$ cat config.mk
export PLATFORM = sky130hd
export DESIGN_NAME = hdg_prep
export DESIGN_NICKNAME = d
export VERILOG_FILES = /design/src/hdl/hdg_pkg.sv /design/src/hdl/hdg_prep.sv
export SDC_FILE = /design/constraint.sdc
export NUM_CORES = 1
export LEC_CHECK = 0
export BUFFER_PORTS_ARGS = -buffer_cell sky130_fd_sc_hd__buf_2
export CAP_MARGIN = 5
export CORE_ASPECT_RATIO = 1.1
export CORE_MARGIN = 3
export CORE_UTILIZATION = 56
export DETAILED_ROUTE_END_ITERATION = 10
export PLACE_DENSITY = 0.79
export SLEW_MARGIN = 20
export SYNTH_ARGS = -nofsm -noshare
export SYNTH_HDL_FRONTEND = slang
export SYNTH_SLANG_ARGS = --single-unit
$ cat constraint.sdc
create_clock -name aclk -period 5.95 [get_ports aclk]
set_input_delay 0 -clock aclk [delete_from_list [all_inputs] [get_ports aclk]]
set_output_delay 0 -clock aclk [all_outputs]
set_load 0.02 [all_outputs]
$ cat src/hdl/hdg_pkg.sv
`default_nettype none
// ----------------------------------------------------------------------------
// hdg_pkg
// shared types, constants and the tangent table for the heading pipeline
// ----------------------------------------------------------------------------
package hdg_pkg;

    localparam int COORD_BITS_DEF = 16;

    localparam int HEADING_W    = 9;
    localparam int M_TDATA_W    = ((HEADING_W + 7) / 8) * 8;
    localparam int TAN_COUNT    = 44;
    localparam int N_W          = $clog2(TAN_COUNT + 1);
    localparam int TAN_W        = 30;

    localparam logic [TAN_W-1:0] TAN_SCALE = 30'd1000000000;
    // above every scaled tangent and above the scale, so the test always fails
    localparam logic [TAN_W-1:0] TAN_NONE  = '1;

    localparam logic [HEADING_W-1:0] DEG_0   = 9'd0;
    localparam logic [HEADING_W-1:0] DEG_45  = 9'd45;
    localparam logic [HEADING_W-1:0] DEG_89  = 9'd89;
    localparam logic [HEADING_W-1:0] DEG_90  = 9'd90;
    localparam logic [HEADING_W-1:0] DEG_180 = 9'd180;
    localparam logic [HEADING_W-1:0] DEG_270 = 9'd270;
    localparam logic [HEADING_W-1:0] DEG_360 = 9'd360;

    typedef struct packed {
        logic dx_zero;
        logic dy_zero;
        logic dx_neg;
        logic dy_neg;
        logic equal;
        logic swap;
    } hdg_ctl_t;

    // tan(k deg) * 1e9 for k = idx + 1
    function automatic logic [TAN_W-1:0] tan_tab(input logic [N_W-1:0] idx);
        logic [TAN_W-1:0] t;
        unique case (idx)
            6'd0:  t = 30'd17455065;
            6'd1:  t = 30'd34920769;
            6'd2:  t = 30'd52407779;
            6'd3:  t = 30'd69926812;
            6'd4:  t = 30'd87488664;
            6'd5:  t = 30'd105104235;
            6'd6:  t = 30'd122784561;
            6'd7:  t = 30'd140540835;
            6'd8:  t = 30'd158384440;
            6'd9:  t = 30'd176326981;
            6'd10: t = 30'd194380309;
            6'd11: t = 30'd212556562;
            6'd12: t = 30'd230868191;
            6'd13: t = 30'd249328003;
            6'd14: t = 30'd267949192;
            6'd15: t = 30'd286745386;
            6'd16: t = 30'd305730681;
            6'd17: t = 30'd324919696;
            6'd18: t = 30'd344327613;
            6'd19: t = 30'd363970234;
            6'd20: t = 30'd383864035;
            6'd21: t = 30'd404026226;
            6'd22: t = 30'd424474816;
            6'd23: t = 30'd445228685;
            6'd24: t = 30'd466307658;
            6'd25: t = 30'd487732589;
            6'd26: t = 30'd509525449;
            6'd27: t = 30'd531709432;
            6'd28: t = 30'd554309051;
            6'd29: t = 30'd577350269;
            6'd30: t = 30'd600860619;
            6'd31: t = 30'd624869352;
            6'd32: t = 30'd649407593;
            6'd33: t = 30'd674508517;
            6'd34: t = 30'd700207538;
            6'd35: t = 30'd726542528;
            6'd36: t = 30'd753554050;
            6'd37: t = 30'd781285627;
            6'd38: t = 30'd809784033;
            6'd39: t = 30'd839099631;
            6'd40: t = 30'd869286738;
            6'd41: t = 30'd900404044;
            6'd42: t = 30'd932515086;
            6'd43: t = 30'd965688775;
            default: t = TAN_NONE;
        endcase
        return t;
    endfunction

endpackage
`default_nettype wire

$ cat src/hdl/hdg_prep.sv
`default_nettype none
// ----------------------------------------------------------------------------
// hdg_prep
// vector difference, magnitudes, octant flags and scaled minor magnitude
// ----------------------------------------------------------------------------
module hdg_prep #(
    parameter int COORD_BITS = 16,
    parameter int MAG_W      = COORD_BITS + 1,
    parameter int PROD_W     = MAG_W + 30
) (
    input  wire                       aclk,
    input  wire                       aresetn,
    input  wire                       en,
    input  wire                       valid_in,
    input  wire  [COORD_BITS-1:0]     from_x,
    input  wire  [COORD_BITS-1:0]     from_y,
    input  wire  [COORD_BITS-1:0]     to_x,
    input  wire  [COORD_BITS-1:0]     to_y,
    output logic                      valid_out,
    output hdg_pkg::hdg_ctl_t         ctl_out,
    output logic [MAG_W-1:0]          b_out,
    output logic [PROD_W-1:0]         sprod_out
);
    import hdg_pkg::*;

    logic              v1_reg, v2_reg, v3_reg;
    logic [MAG_W-1:0]  dx_reg, dy_reg;
    logic [MAG_W-1:0]  dx_next, dy_next;
    logic [MAG_W-1:0]  ux, uy;
    hdg_ctl_t          ctl2_reg, ctl2_next, ctl3_reg;
    logic [MAG_W-1:0]  s2_reg, b2_reg, s2_next, b2_next, b3_reg;
    logic [PROD_W-1:0] sprod_reg, sprod_next;

    // stage 1: differences, one bit wider than the coordinates
    assign dx_next = {to_x[COORD_BITS-1], to_x} - {from_x[COORD_BITS-1], from_x};
    assign dy_next = {to_y[COORD_BITS-1], to_y} - {from_y[COORD_BITS-1], from_y};

    // stage 2: magnitudes and ordering
    always_comb begin
        ux = dx_reg[MAG_W-1] ? (~dx_reg + 1'b1) : dx_reg;
        uy = dy_reg[MAG_W-1] ? (~dy_reg + 1'b1) : dy_reg;
        ctl2_next.dx_zero = (dx_reg == '0);
        ctl2_next.dy_zero = (dy_reg == '0);
        ctl2_next.dx_neg  = dx_reg[MAG_W-1];
        ctl2_next.dy_neg  = dy_reg[MAG_W-1];
        ctl2_next.equal   = (ux == uy);
        ctl2_next.swap    = (ux < uy);
        s2_next = ctl2_next.swap ? ux : uy;
        b2_next = ctl2_next.swap ? uy : ux;
    end

    // stage 3: minor magnitude times the tangent scale
    assign sprod_next = PROD_W'(s2_reg) * PROD_W'(TAN_SCALE);

    always_ff @(posedge aclk) begin
        if (!aresetn) begin
            v1_reg <= 1'b0;
            v2_reg <= 1'b0;
            v3_reg <= 1'b0;
        end else if (en) begin
            v1_reg <= valid_in;
            v2_reg <= v1_reg;
            v3_reg <= v2_reg;
        end
    end

    always_ff @(posedge aclk) begin
        if (en) begin
            dx_reg    <= dx_next;
            dy_reg    <= dy_next;
            ctl2_reg  <= ctl2_next;
            s2_reg    <= s2_next;
            b2_reg    <= b2_next;
            ctl3_reg  <= ctl2_reg;
            b3_reg    <= b2_reg;
            sprod_reg <= sprod_next;
        end
    end

    assign valid_out = v3_reg;
    assign ctl_out   = ctl3_reg;
    assign b_out     = b3_reg;
    assign sprod_out = sprod_reg;

endmodule
`default_nettype wire

==> flow_summary_export.csv, run 1 <==
group,metric,value,unit
outcome,outcome,"finished clean",
sta,slew_headroom,32.4,%
logic_synthesis,ys_seq_elements,138,
placed_design,gp_congestion,0.945,
sta,worst_pin_slew,1010,ps
grt,grt_pass1_vias,10307,
floorplanning,start_util,57.2,%
sta,finalSetupViolCount,0,
clock_network,clk_pin_slew,80,ps
logic_synthesis,ys_types,55,
logic_synthesis,synth-async-reset-ratio,0,%
detailed_routing,vias_per_cell,5.38,
sta,drv_slew,0,
finish,largest_reg_flops,38,
worst_hold_path,hp-class,"in -> reg",
critical_path,crit_fanout,3,
placed_design,dp_slack,13.7,ps
finish,finish.utilization,64.4,%
critical_path,cp.required,6140,ps
clock_network,clk_latency,440,ps
logic_synthesis,ys_warn_count,0,
floorplanning,pin_count,139,
grt,grt_overflow,0,
clock_network,cts_tree,"built",
sta,rsz0062_at_grt,"yes",
detailed_routing,met1_length,12100,um
critical_path,worstPathArrival,5930,ps
logic_synthesis,netlist_area,14100,um2
placed_design,port-buffer-count,129,
detailed_routing,met3WireLength,1300,um
finish,drive_above_1_share,13.2,%
sta,hold_viol,0,
critical_path,end_kind,"flop",
critical_path,critPathKind,"reg -> reg",
floorplanning,core,24600,um2
detailed_routing,routed.top_layer,"met4",
finish,final_cell_mix,"inv_1, ha_1, fa_1, edfxtp_1, buf_2",
clock_network,cts_htree_levels,4,
critical_path,start_kind,"flop",
run,maxCapViolCount,0,
logic_synthesis,syn-instance-count,1323,
finish,area_growth,12.6,%
logic_synthesis,synth_enable_flop_cells,135,
grt,antenna_found_initial,0,
finish,fin_cells,1807,
grt,grt_max_degree,81,
finish,final_common_cell,"inv_1",
sta,fin_hold_ws,5.80,ps
floorplanning,die_h,172,um
detailed_routing,drc,0,
clock_network,cts_buffer_depth,2,
sta,fin_skew,16.4,ps
logic_synthesis,avgSynthCellArea,10.6,um2
detailed_routing,wl_per_cell,16.7,um
floorplanning,die_x,157,um
detailed_routing,ant_nets,0,
logic_synthesis,synth_flop_cell,"edfxtp_1",
floorplanning,fp-row-count,60,
placed_design,dp_hpwl,24700,um
detailed_routing,wl_met2,15200,um
grt,grt_pass1_wl,49300,um
sta,post-route-period-util,96.4,%
floorplanning,die_area,27100,um2
sta,max_freq,174,MHz
logic_synthesis,ys_seq_area_share,29.2,%
finish,antennaDiodeCount,0,
detailed_routing,first_pass_iters,4,
detailed_routing,drtIter0Drc,449,
detailed_routing,drt-total-wl,30100,um
clock_network,cts.sinks,138,
detailed_routing,vias,9717,
grt,grt_usage,23.4,%
finish,nets,1897,
placed_design,place_inst,1767,
sta,period_needed,5740,ps
sta,final.setup.worst_slack,214,ps
clock_network,clockRootBuffer,"clkbuf_16",
clock_network,numCtsBuffers,17,
## path summary, 6_finish.rpt
| check | slack [ps] | cells after the start | end | from |
|---|---|---|---|---|
| max | 210 | 18 | sprod_out[43]$_DFFE_PP_ | s2_reg[8]$_DFFE_PP_ |
| min | 6 | 1 | sprod_out[43]$_DFFE_PP_ | en |
| max reg2reg | 210 | 18 | sprod_out[43]$_DFFE_PP_ | s2_reg[8]$_DFFE_PP_ |
| min reg2reg | 420 | 0 | b_out[10]$_DFFE_PP_ | b2_reg[10]$_DFFE_PP_ |
## area by class of cell
type | instances | area (um2)
Fill cell | 1970 | 8770
Tap cell | 310 | 388
Timing Repair Buffer | 156 | 865
Clock inverter | 13 | 131
Inverter | 298 | 1120
Multi-Input combinational cell | 873 | 8800
Clock buffer | 19 | 433
Sequential cell | 138 | 4110
## cells in the mapped netlist, types with 9 or more instances
cell type | number | area [um2]
nand2_1 | 53 | 199
xor2_1 | 32 | 280
a21oi_1 | 74 | 370
nor3_1 | 14 | 70.1
o21a_1 | 16 | 120
edfxtp_1 | 135 | 4050
buf_4 | 9 | 67.6
a21o_1 | 19 | 143
fa_1 | 145 | 2900
nor2_1 | 51 | 191
inv_1 | 298 | 1120
clkbuf_1 | 10 | 37.5
mux2i_1 | 26 | 260
nand3_1 | 14 | 70.1
ha_1 | 200 | 2500
o21ai_0 | 47 | 235
nor2b_1 | 19 | 119
nand4_1 | 9 | 56.3
xnor2_1 | 55 | 482
## cell families (layout without fill, tap and decap cells)
| group | Yosys count | after routing | synth area share [%] |
|---|---|---|---|
| buffers and inverters | 320 | 486 | 8.79 |
| other | 1 | 9 | 0.0266 |
| XOR/XNOR | 88 | 88 | 5.53 |
| AND/OR/NAND/NOR | 191 | 191 | 6.58 |
| adder cells (fa/ha/maj) | 345 | 345 | 38.4 |
| multiplexers | 26 | 26 | 1.85 |
| flip-flops | 138 | 138 | 29.2 |
| AO/OA/AOI/OAI | 214 | 214 | 9.62 |
## critical path: stages, from the launching register on
cell and delay (ps):
edfxtp_1 420, fa_1 570, fa_1 550, inv_1 50, fa_1 480, fa_1 540, inv_1 50, fa_1 530
inv_1 50, fa_1 520, inv_1 40, ha_1 300, a21o_1 210, o21bai_1 200, o21bai_1 190, a21o_1 180
a41o_1 240, a211oi_1 270, xnor2_1 100
## repair_timing
action,in CTS,in global routing
hold buffers,4,0
endpoints found under the setup margin,0,12
setup buffers,0,4
endpoints found under the hold margin,5,0
resized for setup,0,12
## metrics by stage
| step | setup TNS (ps) | cell area, um2 |
|---|---|---|
| 2_1_floorplan | 0 | 14100 |
| 3_3_place_gp | 0 | 15200 |
| 3_5_place_dp | 0 | 15200 |
| 4_1_cts | 0 | 15800 |
| 5_1_grt | -60.1 | 15900 |
| 6_report | 0 | 15900 |
## metal layers
| layer | track usage [%] | vias to the layer above |
|---|---|---|
| li1 | - | 4706 |
| met4 | 11.5 | 0 |
| met5 | 0 | - |
| met3 | 3.73 | 87 |
| met2 | 42.3 | 277 |
| met1 | 26.8 | 4647 |
Power of run 1 is left out: the tool's default activity adds up to more than one toggle a clock period on the data nets, which glitch-free logic cannot reach.
==> inputs of run 2 (changes only) <==
--- a/config.mk
+++ b/config.mk
@@ -5,6 +5,7 @@
 export SDC_FILE = /design/constraint.sdc
 export NUM_CORES = 1
 export LEC_CHECK = 0
+export ABC_AREA = 1
 export BUFFER_PORTS_ARGS = -buffer_cell sky130_fd_sc_hd__buf_2
 export CAP_MARGIN = 5
 export CORE_ASPECT_RATIO = 1.1
==> run 2 against run 1 <==
  * Critical path depth grew 5
  * Worst setup slack gained 46 ps
  * Non-clock buffer count shrank 16
  * Count of clock-buffer cells in the layout down 2
  * Sequential share of layout area down 1.8 points
  * Utilization fell by 0.25 points
  * Critical endpoint is now sprod_out[46]$_DFFE_PP_
==> flow_summary_export.csv, run 2 <==
group,metric,value,unit
finish,antennaDiodeCount,0,
floorplanning,pin_count,139,
logic_synthesis,syn-instance-count,1801,
logic_synthesis,ys_seq_elements,138,
clock_network,cts_tree,"built",
detailed_routing,vias_per_cell,5.03,
worst_hold_path,min_delay_path_depth,1,
floorplanning,core,26500,um2
detailed_routing,drc,0,
critical_path,critPathKind,"reg -> reg",
clock_network,clockRootBuffer,"clkbuf_16",
floorplanning,fp-row-count,62,
floorplanning,die_x,164,um
critical_path,start_kind,"flop",
run,maxCapViolCount,0,
logic_synthesis,synth-async-reset-ratio,0,%
sta,fin_hold_ws,45.1,ps
grt,antenna_found_initial,0,
finish,final_cell_mix,"inv_1, nand2_1, ha_1, fa_1, edfxtp_1",
finish,drive_above_1_share,10.2,%
clock_network,cts.sinks,138,
sta,slew_headroom,46.0,%
grt,grt_usage,26.0,%
critical_path,ff2ff_path_depth,23,
critical_path,crit_chain,"inv_1, ha_1, inv_1, fa_1, inv_1, fa_1, fa_1, inv_1, fa_1, inv_1, fa_1, inv_1, ha_1, nand2_1, inv_1, a21oi_1, nand3_1, nand2_1, nand2_1, nand2_1, nand2_1, nand2_1, nand2_1",
logic_synthesis,ys_types,44,
sta,hold_viol,0,
sta,final.setup.worst_slack,260,ps
placed_design,dp_slack,281,ps
critical_path,crit_fanout,8,
critical_path,worstPathArrival,5890,ps
clock_network,clk_latency,450,ps
sta,tns,0,ps
logic_synthesis,synth_flop_cell,"edfxtp_1",
floorplanning,start_util,57.9,%
detailed_routing,wl_per_cell,15.7,um
sta,fin_skew,14.4,ps
detailed_routing,drt-total-wl,36300,um
critical_path,cpMaxStageDelayCell,"edfxtp_1",
sta,post-route-period-util,95.6,%
floorplanning,die_h,180,um
placed_design,dp_hpwl,31000,um
sta,worst_pin_slew,810,ps
finish,largest_reg_flops,38,
grt,grt_max_degree,75,
grt,grt_pass1_wl,60100,um
sta,drv_slew,0,
logic_synthesis,yosysTopAreaCell,"edfxtp_1",
clock_network,clk_pin_slew,60,ps
finish,fill_cells,2253,
placed_design,port-buffer-count,129,
detailed_routing,ant_nets,0,
detailed_routing,drtIter0Drc,631,
clock_network,numCtsBuffers,17,
sta,rsz0062_at_grt,"no",
finish,nets,2362,
finish,finish.utilization,64.1,%
logic_synthesis,ys_seq_area_share,26.8,%
detailed_routing,vias,11632,
logic_synthesis,avgSynthCellArea,8.53,um2
logic_synthesis,post-synth-top-area-fraction,26.4,%
worst_hold_path,hp-class,"in -> reg",
sta,max_freq,176,MHz
critical_path,end_kind,"flop",
logic_synthesis,netlist_area,15400,um2
logic_synthesis,synth_area_leaders,"edfxtp_1, fa_1, ha_1",
grt,grt_pass1_vias,12252,
sta,finalSetupViolCount,0,
logic_synthesis,synth_enable_flop_cells,135,
critical_path,r2r_setup_slack,260,ps
clock_network,cts_htree_levels,4,
clock_network,cts_buffer_depth,2,
critical_path,cp.required,6150,ps
logic_synthesis,yosysMostFrequentCell,"inv_1",
logic_synthesis,ys_warn_count,0,
sta,period_needed,5690,ps
finish,final_common_cell,"inv_1",
finish,area_growth,10.7,%
detailed_routing,first_pass_iters,5,
grt,grt_overflow,0,
critical_path,cpPeakStageDelay,560,ps
floorplanning,die_area,29500,um2
logic_synthesis,synthTopCellsByCount,"inv_1, nand2_1, ha_1",
outcome,outcome,"finished clean",
placed_design,gp_congestion,0.952,
run 2: path summary, 6_finish.rpt:
path                   startpoint                      end
max           s2_reg[6]$_DFFE_PP_  sprod_out[46]$_DFFE_PP_
min                            en  sprod_out[44]$_DFFE_PP_
max reg2reg   s2_reg[6]$_DFFE_PP_  sprod_out[46]$_DFFE_PP_
min reg2reg  b2_reg[10]$_DFFE_PP_      b_out[10]$_DFFE_PP_
run 2: timing repair:
item / 4_1_cts / 5_1_grt
resized for setup: 0 / 0
setup endpoints to repair: 0 / 0
hold buffers: 9 / 0
endpoints found under the hold margin: 7 / 0
setup buffers: 0 / 0
run 2: critical path, delay by kind of cell, from the launching register on:
kind,cells,cell delay (ps)
compound gates,1,280
fa+ha+maj,7,3140
buf+inv,7,520
flops,1,560
simple gates,8,950
run 2: cells by family after synthesis:
logic type	count (synthesis)	synth area share [%]
flip-flops	138	26.8
adder cells (fa/ha/maj)	345	35.2
XOR/XNOR	59	3.46
AO/OA/AOI/OAI	118	4.33
AND/OR/NAND/NOR	660	17.8
other	1	0.0244
buffers and inverters	480	12.5
run 2: layout make-up:
| type | instances | area [um2] | share of cell area, % |
|---|---|---|---|
| Sequential cell | 138 | 4110 | 24.2 |
| Timing Repair Buffer | 140 | 757 | 4.45 |
| Clock inverter | 15 | 181 | 1.07 |
| Multi-Input combinational cell | 1191 | 9360 | 55.0 |
| Tap cell | 352 | 440 | 2.59 |
| Inverter | 461 | 1730 | 10.2 |
| Clock buffer | 17 | 425 | 2.50 |
run 2: per-layer routing:
layer	wire length, um	global-route usage (%)	up-vias	share of wire [%]
li1	-	-	5822	-
met3	1370	3.87	70	3.8
met4	1220	9.31	0	3.4
met5	0	0	-	0
met2	19400	48.9	288	54
met1	14300	29.5	5452	39
run 2: through the flow:
| step | cells | cell area [um2] |
|---|---|---|
| after detailed placement | 2273 | 16300 |
| after CTS | 2314 | 17000 |
| after global placement | 2273 | 16300 |
| final | 2314 | 17000 |
| after floorplan | 1809 | 15400 |
| after global routing | 2314 | 17000 |
Power of run 2 is left out for the same reason.
