$ cat config.mk
export PLATFORM = sky130hd
export DESIGN_NAME = hdg_map
export DESIGN_NICKNAME = d
export VERILOG_FILES = /design/src/hdl/hdg_pkg.sv /design/src/hdl/hdg_map.sv
export SDC_FILE = /design/constraint.sdc
export NUM_CORES = 1
export LEC_CHECK = 0
export ABC_AREA = 1
export BUFFER_PORTS_ARGS = -buffer_cell sky130_fd_sc_hd__clkbuf_2
export CELL_PAD_IN_SITES_DETAIL_PLACEMENT = 1
export CELL_PAD_IN_SITES_GLOBAL_PLACEMENT = 1
export CORE_MARGIN = 1
export CORE_UTILIZATION = 41
export DETAILED_ROUTE_END_ITERATION = 16
export PLACE_DENSITY_LB_ADDON = 0.12
export SYNTH_ARGS = -nofsm -noshare
export SYNTH_HDL_FRONTEND = slang
export SYNTH_SLANG_ARGS = --single-unit
$ cat constraint.sdc
create_clock -name aclk -period 3 [get_ports aclk]
set_input_delay 0 -clock aclk [delete_from_list [all_inputs] [get_ports aclk]]
set_output_delay 0 -clock aclk [all_outputs]
set_load 0.05 [all_outputs]
$ cat src/hdl/hdg_pkg.sv
`default_nettype none
// ----------------------------------------------------------------------------
// hdg_pkg
// shared types, constants and the tangent table for the heading pipeline
// ----------------------------------------------------------------------------
package hdg_pkg;

    localparam int COORD_BITS_DEF = 16;

    localparam int HEADING_W    = 9;
    localparam int M_TDATA_W    = ((HEADING_W + 7) / 8) * 8;
    localparam int TAN_COUNT    = 44;
    localparam int N_W          = $clog2(TAN_COUNT + 1);
    localparam int TAN_W        = 30;

    localparam logic [TAN_W-1:0] TAN_SCALE = 30'd1000000000;
    // above every scaled tangent and above the scale, so the test always fails
    localparam logic [TAN_W-1:0] TAN_NONE  = '1;

    localparam logic [HEADING_W-1:0] DEG_0   = 9'd0;
    localparam logic [HEADING_W-1:0] DEG_45  = 9'd45;
    localparam logic [HEADING_W-1:0] DEG_89  = 9'd89;
    localparam logic [HEADING_W-1:0] DEG_90  = 9'd90;
    localparam logic [HEADING_W-1:0] DEG_180 = 9'd180;
    localparam logic [HEADING_W-1:0] DEG_270 = 9'd270;
    localparam logic [HEADING_W-1:0] DEG_360 = 9'd360;

    typedef struct packed {
        logic dx_zero;
        logic dy_zero;
        logic dx_neg;
        logic dy_neg;
        logic equal;
        logic swap;
    } hdg_ctl_t;

    // tan(k deg) * 1e9 for k = idx + 1
    function automatic logic [TAN_W-1:0] tan_tab(input logic [N_W-1:0] idx);
        logic [TAN_W-1:0] t;
        unique case (idx)
            6'd0:  t = 30'd17455065;
            6'd1:  t = 30'd34920769;
            6'd2:  t = 30'd52407779;
            6'd3:  t = 30'd69926812;
            6'd4:  t = 30'd87488664;
            6'd5:  t = 30'd105104235;
            6'd6:  t = 30'd122784561;
            6'd7:  t = 30'd140540835;
            6'd8:  t = 30'd158384440;
            6'd9:  t = 30'd176326981;
            6'd10: t = 30'd194380309;
            6'd11: t = 30'd212556562;
            6'd12: t = 30'd230868191;
            6'd13: t = 30'd249328003;
            6'd14: t = 30'd267949192;
            6'd15: t = 30'd286745386;
            6'd16: t = 30'd305730681;
            6'd17: t = 30'd324919696;
            6'd18: t = 30'd344327613;
            6'd19: t = 30'd363970234;
            6'd20: t = 30'd383864035;
            6'd21: t = 30'd404026226;
            6'd22: t = 30'd424474816;
            6'd23: t = 30'd445228685;
            6'd24: t = 30'd466307658;
            6'd25: t = 30'd487732589;
            6'd26: t = 30'd509525449;
            6'd27: t = 30'd531709432;
            6'd28: t = 30'd554309051;
            6'd29: t = 30'd577350269;
            6'd30: t = 30'd600860619;
            6'd31: t = 30'd624869352;
            6'd32: t = 30'd649407593;
            6'd33: t = 30'd674508517;
            6'd34: t = 30'd700207538;
            6'd35: t = 30'd726542528;
            6'd36: t = 30'd753554050;
            6'd37: t = 30'd781285627;
            6'd38: t = 30'd809784033;
            6'd39: t = 30'd839099631;
            6'd40: t = 30'd869286738;
            6'd41: t = 30'd900404044;
            6'd42: t = 30'd932515086;
            6'd43: t = 30'd965688775;
            default: t = TAN_NONE;
        endcase
        return t;
    endfunction

endpackage
`default_nettype wire

$ cat src/hdl/hdg_map.sv
`default_nettype none
// ----------------------------------------------------------------------------
// hdg_map
// turns the octant degree count and the sign flags into the final heading
// ----------------------------------------------------------------------------
module hdg_map (
    input  wire                                aclk,
    input  wire                                aresetn,
    input  wire                                en,
    input  wire                                valid_in,
    input  hdg_pkg::hdg_ctl_t                  ctl_in,
    input  wire  [hdg_pkg::N_W-1:0]            n_in,
    output logic                               valid_out,
    output logic [hdg_pkg::HEADING_W-1:0]      heading
);
    import hdg_pkg::*;

    logic                 valid_reg;
    logic [HEADING_W-1:0] heading_reg, heading_next;
    logic [HEADING_W-1:0] fl, ce;

    always_comb begin
        // floor and ceiling of the first-quadrant angle
        if (ctl_in.equal) begin
            fl = DEG_45;
            ce = DEG_45;
        end else begin
            fl = ctl_in.swap ? (DEG_89 - HEADING_W'(n_in)) : HEADING_W'(n_in);
            ce = fl + HEADING_W'(1);
        end

        priority if (ctl_in.dx_zero) begin
            heading_next = ctl_in.dy_zero ? DEG_0 : (ctl_in.dy_neg ? DEG_90 : DEG_270);
        end else if (ctl_in.dy_zero) begin
            heading_next = ctl_in.dx_neg ? DEG_180 : DEG_360;
        end else if (!ctl_in.dx_neg && ctl_in.dy_neg) begin
            heading_next = fl;
        end else if (ctl_in.dx_neg && ctl_in.dy_neg) begin
            heading_next = DEG_180 - ce;
        end else if (ctl_in.dx_neg) begin
            heading_next = DEG_180 + fl;
        end else begin
            heading_next = DEG_360 - ce;
        end
    end

    always_ff @(posedge aclk) begin
        if (!aresetn) begin
            valid_reg <= 1'b0;
        end else if (en) begin
            valid_reg <= valid_in;
        end
    end

    always_ff @(posedge aclk) begin
        if (en) begin
            heading_reg <= heading_next;
        end
    end

    assign valid_out = valid_reg;
    assign heading   = heading_reg;

endmodule
`default_nettype wire

==> impl_metrics.ini, run 1 <==
[detailed_routing]
via_count = 1432
vias_per_cell = 5.13
postRouteAntennaNets = 0
initialDrtViolationCount = 42
dr.pass1.iters = 4
wl_um = 3780
drc = 0
wl_per_cell_um = 13.5

[worst_setup_path]
path_class = in2reg
crit_path_start_kind = input port
cp_data_required_time_ns = 3.03
slowest_stage = ha_1
cp_max_fo = 5
end_kind = flop
crit_chain = clkbuf_2 -> inv_1 -> ha_1 -> nand2_4 -> nand2_4 -> nor2_1 -> inv_1 -> ha_1 -> nor2_1 -> nand2_1 -> nor2_1 -> o21ai_1 -> inv_1 -> nand3_2 -> nand2_1 -> nand2_1
cp.arrival_ns = 1.90
max_stage_delay_ns = 0.32

[grt]
grt_pass1_vias = 1457
grt_pass1_wl_um = 6410
grt_max_degree = 12
overflow = 0
antenna_found_initial = 0
grt_usage_pct = 24.2

[flow_run]
maxCapViolCount = 0

[die]
die_h_um = 58.7
fp.coreArea_mm2 = 0.00305
die_w_um = 58.7
rows = 20
dieArea_mm2 = 0.00344
start_util_pct = 43.2
pin_count = 26

[synth]
ys_seq_area_share_pct = 22.0
syn_avg_cell_area_um2 = 6.36
ys_seq_elements = 10
ys_types = 29
syn_nets = 226
synth_top_cell_area_share_pct = 20.5
yosysTopAreaCell = edfxtp_1
syn-cell-area_mm2 = 0.00132
synth-warning-count = 0
synth_area_leaders = edfxtp_1 21%, nand2_1 15%, inv_1 9.1%, nand3_1 6.5%, nand2_2 6.2%
syn_inst = 207

[layout]
final_cells = 279
n_antenna_cell = 0
final_nets = 255
area_growth_pct = 16.4
drive_gt1_share_pct = 30.2
largest_reg_flops = 9

[timing]
final_max_slew_viol_count = 0
slew_headroom_pct = 78.1
fin_skew_ns = 0
fin_crit_ns = 1.88
period_share_pct = 62.6
setup_ws_ns = 1.12
rsz0062_at_grt = no
fin_tns_setup_ns = 0
setup_viol = 0
fmax_mhz = 532
worst_slew_pin_slew_ns = 0.328
finalHoldViolations = 0

[clock_tree]
clock_latency_ns = 0.26
cts_resized = 0
clockRootBuffer = clkbuf_4
h-tree-depth = 1
clk_pin_slew_ns = 0.07
cts_tree = built
cts_buffers = 3
cts_buffer_depth = 2
cts.sinks = 10

[hold_path]
hold_class = in2reg

[placed_design]
place_ws_ns = 0.854
dp_cells = 273
portBuffers = 25
dpl.hpwl_um = 3210
routabilityCongestion = 0.880

[run_status]
status = finished, final reports clean

[power]
leakage_nw = 0.801
ir_drop_uv = 101
powerDensity_mw_per_mm2 = 353
worst paths after layout:
| check | startpoint | end | slack, ns | depth (start not counted) |
|---|---|---|---|---|
| setup / recovery | n_in[1] | heading[6] | 1.12 | 16 |
| hold / removal | ctl_in[5] | heading[5] | 0.09 | 2 |
| setup reg to reg | valid_out | valid_out | 1.78 | 3 |
| hold reg to reg | valid_out | valid_out | 1.14 | 3 |
metrics by stage:
step | hold slack (ns) | power (mW) | cell area [µm²] | util [%]
6_report | 0.0897 | 0.542 | 1530 | 50.2
5_1_grt | 0.109 | 0.574 | 1530 | 50.2
4_1_cts | 0.0881 | 0.544 | 1530 | 50.2
3_5_place_dp | 0.238 | 0.421 | 1480 | 48.4
3_3_place_gp | 0.214 | 0.412 | 1480 | 48.4
2_1_floorplan | 0.0935 | 0.361 | 1320 | -
power breakdown:
group,total [mW],internal (mW),switching [mW]
logic,0.250,0.0718,0.178
clock network,0.121,0.0736,0.0471
registers,0.171,0.168,0.00341
worst max-delay path, delay by kind of cell:
kind,cells,cell delay [ns]
fa+ha+maj,2,0.54
compound gates,1,0.08
buf+inv,4,0.35
simple gates,9,0.92
placed cells by master, fill, tap and decap left out, types with 4 or more instances in the layout:
cell	synthesis	final
edfxtp_1	9	9
nand2_1	54	54
a21oi_1	6	6
o21ai_0	11	11
nor2_4	4	4
nand2_4	5	5
inv_1	32	32
nor2_1	17	17
nand3_2	4	4
clkbuf_2	1	25
nand4_1	5	5
inv_2	6	6
nand3_1	17	17
nand2_2	13	13
synth_stat cells (all sizes together):
| cell | n |
|---|---|
| dfxtp | 1 |
| xnor2 | 1 |
| ha | 3 |
| nand4 | 5 |
| o211ai | 3 |
| a21boi | 1 |
| a21oi | 7 |
| xor2 | 1 |
| nor2 | 23 |
| inv | 39 |
| nand3 | 22 |
| nand2 | 72 |
| edfxtp | 9 |
| clkbuf | 2 |
| or2 | 2 |
| buf | 1 |
| o21ai | 15 |
what timing repair did:
action	in CTS	in global routing
buffers inserted	0	0
hold buffers	2	0
hold endpoints to repair	1	0
per-layer routing:
metal | global-route usage (%) | up-vias | part of all wire [%]
li1 | - | 709 | -
met1 | 27.0 | 692 | 40
met2 | 49.6 | 27 | 57
met3 | 0.659 | 4 | 2.2
met4 | 6.12 | 0 | 0.90
met5 | 0 | - | 0
area by class of cell:
class / count / area (µm²)
Clock buffer: 4 / 36.3
Fill cell: 447 / 1520
Sequential cell: 10 / 290
Multi-Input combinational cell: 155 / 858
Timing Repair Buffer: 27 / 145
Inverter: 39 / 149
Tap cell: 44 / 55.1
cell families after synthesis:
kind of cell | count (synthesis) | synth area share [%]
XOR/XNOR | 2 | 1.33
AO/OA/AOI/OAI | 26 | 11.8
adder cells (fa/ha/maj) | 3 | 2.85
AND/OR/NAND/NOR | 124 | 49.2
buffers and inverters | 42 | 12.8
flip-flops | 10 | 22.0
Power figures use the tool's default switching activity.
==> run 2, diff against run 1 <==
Settings changed: ABC_AREA 1 to 0, CORE_UTILIZATION 41 to 38.
Clock period 3 ns to 1.5 ns, I/O delays scaled along.
==> run 2 against run 1 <==
  * The run now ends with negative setup slack left
  * Clock skew stayed put
  * Count of clock-buffer cells in the layout stayed put
  * Synthesized area is 20% higher
  * Cell area is 59% higher
  * Worst setup slack worse by 1.7 ns
  * Non-clock buffer count is 53 higher
  * Clock power is 140% higher
  * Global-route usage is 1.5 points higher
  * Final cell count is 11% higher
  * Critical endpoint unchanged
  * Combinational power grew to 3.8 times the previous value
  * Critical path type unchanged
==> impl_metrics.ini, run 2 <==
[die]
die_w_um = 66.4
pin_count = 26
rows = 23
dieArea_mm2 = 0.00441
die_h_um = 66.4
fp.coreArea_mm2 = 0.00400
start_util_pct = 39.4

[worst_setup_path]
cp_max_fo = 5
startpoint = n_in[1]
cp_top_family = compound AO/OA/AOI/OAI gates
crit_chain = clkbuf_2 -> inv_2 -> ha_4 -> and3b_2 -> o221ai_1 -> nor4_4 -> a311oi_2 -> nand2_1 -> xnor2_2 -> o311ai_1
cp.arrival_ns = 2.12
path_class = in2reg
max_stage_delay_ns = 0.42
crit_path_start_kind = input port
slowest_stage = a311oi_2
cp_data_required_time_ns = 1.56
crit_buf_inv = 2
r2r_start = valid_out
end_kind = flop

[timing]
final_max_slew_viol_count = 0
fmax_mhz = 485
fin_crit_ns = 2.06
rsz0062_at_grt = yes
worst_slew_pin_slew_ns = 0.478
period_share_pct = 137
finalHoldViolations = 0
slew_headroom_pct = 67.9
setup_ws_ns = -0.560
setup_viol = 7
fin_skew_ns = 0

[placed_design]
place_area_mm2 = 0.00211
portBuffers = 25
dpl.hpwl_um = 4130
routabilityCongestion = 0.894

[synth]
yosysMostFrequentCell = nor2_1
synthArstFlopShare_pct = 0
ys_types = 73
synth_commonest_cells = 15 x nor2_1, 12 x nand2_1, 10 x inv_1
yosysTopAreaCell = edfxtp_1
synth-edff-count = 9
syn_inst = 187
syn_nets = 206
syn_avg_cell_area_um2 = 8.44
synth-warning-count = 0
ys_seq_area_share_pct = 18.4
synth_top_cell_area_share_pct = 17.1
syn-cell-area_mm2 = 0.00158
synth-main-ff-cell = edfxtp_1
ys_seq_elements = 10
synth_area_leaders = edfxtp_1 17%, xnor2_1 5.0%, xor2_1 3.9%, nor2_1 3.6%, buf_6 2.9%

[detailed_routing]
initialDrtViolationCount = 91
wl_um = 5520
drc = 0
postRouteAntennaNets = 0
vias_per_cell = 5.65
wl_per_cell_um = 17.9
via_count = 1747
dr.pass1.iters = 4

[layout]
fillers = 470
largest_reg_flops = 9
final_nets = 279
final_cell_mix = 49 x buf_4, 22 x clkbuf_2, 15 x nor2_1, 10 x nand2_1
stdcell_area_mm2 = 0.00244
n_antenna_cell = 0
final_common_cell = buf_4
drive_gt1_share_pct = 54.4
area_growth_pct = 54.7

[grt]
overflow = 0
grt_pass1_wl_um = 8620
grt_max_degree = 18
grt_usage_pct = 25.7
antenna_found_initial = 0
grt_pass1_vias = 1822

[run_status]
status = complete, but fails checks
violations = negative setup slack

[power]
powerDensity_mw_per_mm2 = 645
leakage_nw = 0.992
finalPower_mw = 1.57
ir_drop_uv = 231

[clock_tree]
clk_pin_slew_ns = 0.05
cts_tree = built
clock_latency_ns = 0.24
clockRootBuffer = clkbuf_8
cts.sinks = 10
cts_buffer_depth = 2
cts_buffers = 3
h-tree-depth = 1

[flow_run]
maxCapViolCount = 0

[hold_path]
hold_class = in2reg
min-delay-start = aresetn
-- run 2: cell types whose count changed after synthesis, sizes merged, moves of 5 or more --
cell    before  now
nand2       72   12
inv         39   10
nand3       22    6
xnor2        1   10
nor3         0    8
buf          1    8
nor2        23   16
xor2         1    8
o21ai       15    9
a31oi        0    5
nand2b       0    5
-- run 2: per-stage QoR --
| stage | instances | setup WS, ns | hold WS, ns | setup TNS [ns] | utilization [%] |
|---|---|---|---|---|---|
| after floorplan | 187 | -0.569 | 0.112 | -3.16 | - |
| after global placement | 293 | -0.708 | 0.214 | -4.41 | 52.7 |
| after detailed placement | 293 | -0.809 | 0.269 | -4.86 | 52.7 |
| after CTS | 303 | -0.497 | 0.0184 | -2.86 | 57.5 |
| after global routing | 309 | -0.659 | 0.0179 | -3.77 | 61.0 |
| final | 309 | -0.560 | 0.0136 | -3.13 | 61.0 |
-- run 2: logic make-up (layout without fill, tap and decap cells) --
family          after synthesis  after routing  synth area share [%]
xor+xnor                     18             18                  10.9
simple gates                 73             73                  27.6
mux                           4              4                  2.62
fa+ha+maj                     3              3                  2.38
buf+inv                      22             94                  8.01
flops                        10             10                  18.4
compound gates               57             57                  30.1
-- run 2: report_power, final --
part           internal (mW)  switching (mW)  total [mW]
Combinational          0.412           0.529       0.941
Sequential             0.338         0.00697       0.345
Clock                  0.186           0.102       0.288
-- run 2: layer usage --
metal	track usage, %	vias to the layer above	wire length, µm
met1	27.5	843	2170
met4	9.57	0	151
met3	1.90	15	147
met2	51.0	42	3050
met5	0	-	0
li1	-	847	-
-- run 2: repair_timing --
action,4_1_cts,5_1_grt
gates resized for setup,18,19
buffers inserted,7,7
pin swaps,16,15
hold buffers,0,0
setup endpoints to repair,7,7
-- run 2: path summary, 6_finish.rpt --
kind	endpoint	slack (ns)	cells past startpoint
setup reg to reg	valid_out	0.83	2
hold / removal	valid_out	0.01	2
setup / recovery	heading[6]	-0.56	10
hold reg to reg	valid_out	0.59	2
-- run 2: final cells by class --
type,instances,area [µm²],area share [%]
Clock buffer,4,45.0,1.85
Inverter,10,42.5,1.74
Multi-Input combinational cell,155,1420,58.2
Sequential cell,10,290,11.9
Tap cell,50,62.6,2.56
Timing Repair Buffer,80,579,23.7
==> run 3, diff against run 2 <==
--- a/config.mk
+++ b/config.mk
@@ -15,2 +15,3 @@
 export PLACE_DENSITY_LB_ADDON = 0.12
+export SETUP_SLACK_MARGIN = 0.2
 export SYNTH_ARGS = -nofsm -noshare
==> constraint.sdc (replaced) <==
create_clock -name aclk -period 1.5 [get_ports aclk]
set_input_delay 0.225 -clock aclk [delete_from_list [all_inputs] [get_ports aclk]]
set_output_delay 0.225 -clock aclk [all_outputs]
set_load 0.05 [all_outputs]
==> run 3 against run 2 <==
  * Fmax is 11% lower
  * Worst setup slack worse by 0.27 ns
  * Cell area is 4.1% higher
  * Non-clock buffer count is 5 higher
  * Utilization is 2.5 points higher
  * Hold slack better by 0.25 ns
  * Critical endpoint is now heading[8]
  * Final cell count is 1.6% higher
  * Sequential cell count stayed put
  * Clock power is 2% lower
  * Wire length is 16% higher
  * The flow still finishes with violations (negative setup slack)
==> impl_metrics.ini, run 3 (same netlist as run 2, synthesis figures left out) <==
[run_status]
status = complete, but fails checks
violations = negative setup slack

[clock_tree]
h-tree-depth = 1
cts_buffer_depth = 2
cts.sinks = 10
cts_buffers = 3
clockRootBuffer = clkbuf_8
cts_tree = built
clk_pin_slew_ns = 0.05
clock_latency_ns = 0.23

[die]
dieArea_mm2 = 0.00441
die_h_um = 66.4
rows = 23
fp.coreArea_mm2 = 0.00400
die_w_um = 66.4
start_util_pct = 39.4
pin_count = 26

[grt]
grt_max_degree = 18
grt_usage_pct = 26.3
antenna_found_initial = 0
overflow = 0
grt_pass1_wl_um = 8870
grt_pass1_vias = 1830

[detailed_routing]
postRouteAntennaNets = 0
initialDrtViolationCount = 85
vias_per_cell = 5.81
dr.pass1.iters = 4
drc = 0
via_count = 1824
wl_per_cell_um = 20.3
wl_um = 6380

[timing]
setup_ws_ns = -0.825
fin_skew_ns = 0
finalHoldViolations = 0
worst_slew_pin_slew_ns = 0.391
final_max_slew_viol_count = 0
setup_viol = 7
rsz0062_at_grt = yes
slew_headroom_pct = 73.9
fmax_mhz = 430
fin_tns_setup_ns = -4.94
period_share_pct = 155
fin_crit_ns = 2.33

[power]
ir_drop_uv = 311
seq_power_share_pct = 21.1
total_switching_power_mw = 0.662
leakage_nw = 1.05
p_sw_share_pct = 40.6
clkPwrFrac_pct = 17.2
finalPower_mw = 1.63
powerDensity_mw_per_mm2 = 642
internal-power_mw = 0.968
combPwrFrac_pct = 61.7

[layout]
largest_reg_flops = 9
final_common_cell = buf_4
final_core_util_pct = 63.5
n_antenna_cell = 0
final_nets = 284
final_cell_mix = 51 x buf_4, 22 x clkbuf_2, 15 x nor2_1, 11 x buf_6, 10 x nand2_1
area_growth_pct = 61.1
drive_gt1_share_pct = 56.8

[worst_setup_path]
cp_max_fo = 6
path_class = in2reg
end_kind = flop
cp_data_required_time_ns = 1.48
cp.arrival_ns = 2.30
crit_path_start_kind = input port

[placed_design]
portBuffers = 25
routabilityCongestion = 0.885
place_ws_ns = -1.02
dpl.hpwl_um = 4290

[flow_run]
maxCapViolCount = 0

[hold_path]
hold_class = in2reg
==> run 3: changes by cell type in the layout (fill, tap and decap cells not counted), sizes merged <==
| cell | previous run | this run |
|---|---|---|
| buf | 58 | 62 |
| clkbuf | 26 | 27 |
==> run 3: layout make-up <==
class / count / area (µm²)
clock buffers: 4 / 45.0
fillers: 456 / 1460
inverters: 10 / 40.0
flip-flops and latches: 10 / 290
multi-input cells: 155 / 1470
well taps: 50 / 62.6
repair buffers: 85 / 631
==> run 3: layer usage <==
layer,up-vias,global-route usage [%],routed length (µm)
met1,896,29.1,2510
li1,852,-,-
met3,18,1.90,201
met5,-,0,0
met4,0,4.52,142
met2,58,53.7,3520
==> run 3: power groups by stage <==
stage	Clock, mW	Combinational, mW	Sequential, mW
floorplan	0	0.463	0.446
global placement	0	0.796	0.349
detailed placement	0	0.824	0.350
CTS	0.285	0.875	0.345
global route	0.296	1.06	0.348
finish	0.281	1.01	0.345
==> run 3: per-stage QoR <==
step	instance area, µm²	hold WS [ns]	std cells
global route	2540	0.258	314
floorplan	1710	0.337	187
finish	2540	0.259	314
global placement	2150	0.439	298
detailed placement	2150	0.480	298
CTS	2310	0.249	307
==> run 3: path summary, 6_finish.rpt <==
check	from	end	slack, ns	depth (start not counted)
setup / recovery	n_in[0]	heading[8]	-0.83	12
hold / removal	aresetn	valid_out	0.26	2
setup reg to reg	valid_out	valid_out	0.90	2
hold reg to reg	valid_out	valid_out	0.54	2
==> run 3: timing repair <==
action,in CTS,in global routing
gates cloned,0,0
gates resized for setup,15,32
hold buffers,0,0
pin swaps,9,19
setup endpoints to repair,7,8
buffers inserted,5,7
==> run 3: worst max-delay path, stage by stage <==
cell	delay (ns)
buf_6	0.10
or2b_1	0.27
nand2_4	0.09
ha_4	0.19
xor2_2	0.20
o22ai_2	0.14
a2111oi_4	0.33
a211oi_2	0.10
buf_4	0.16
a21oi_4	0.13
a221oi_2	0.08
a221o_1	0.27
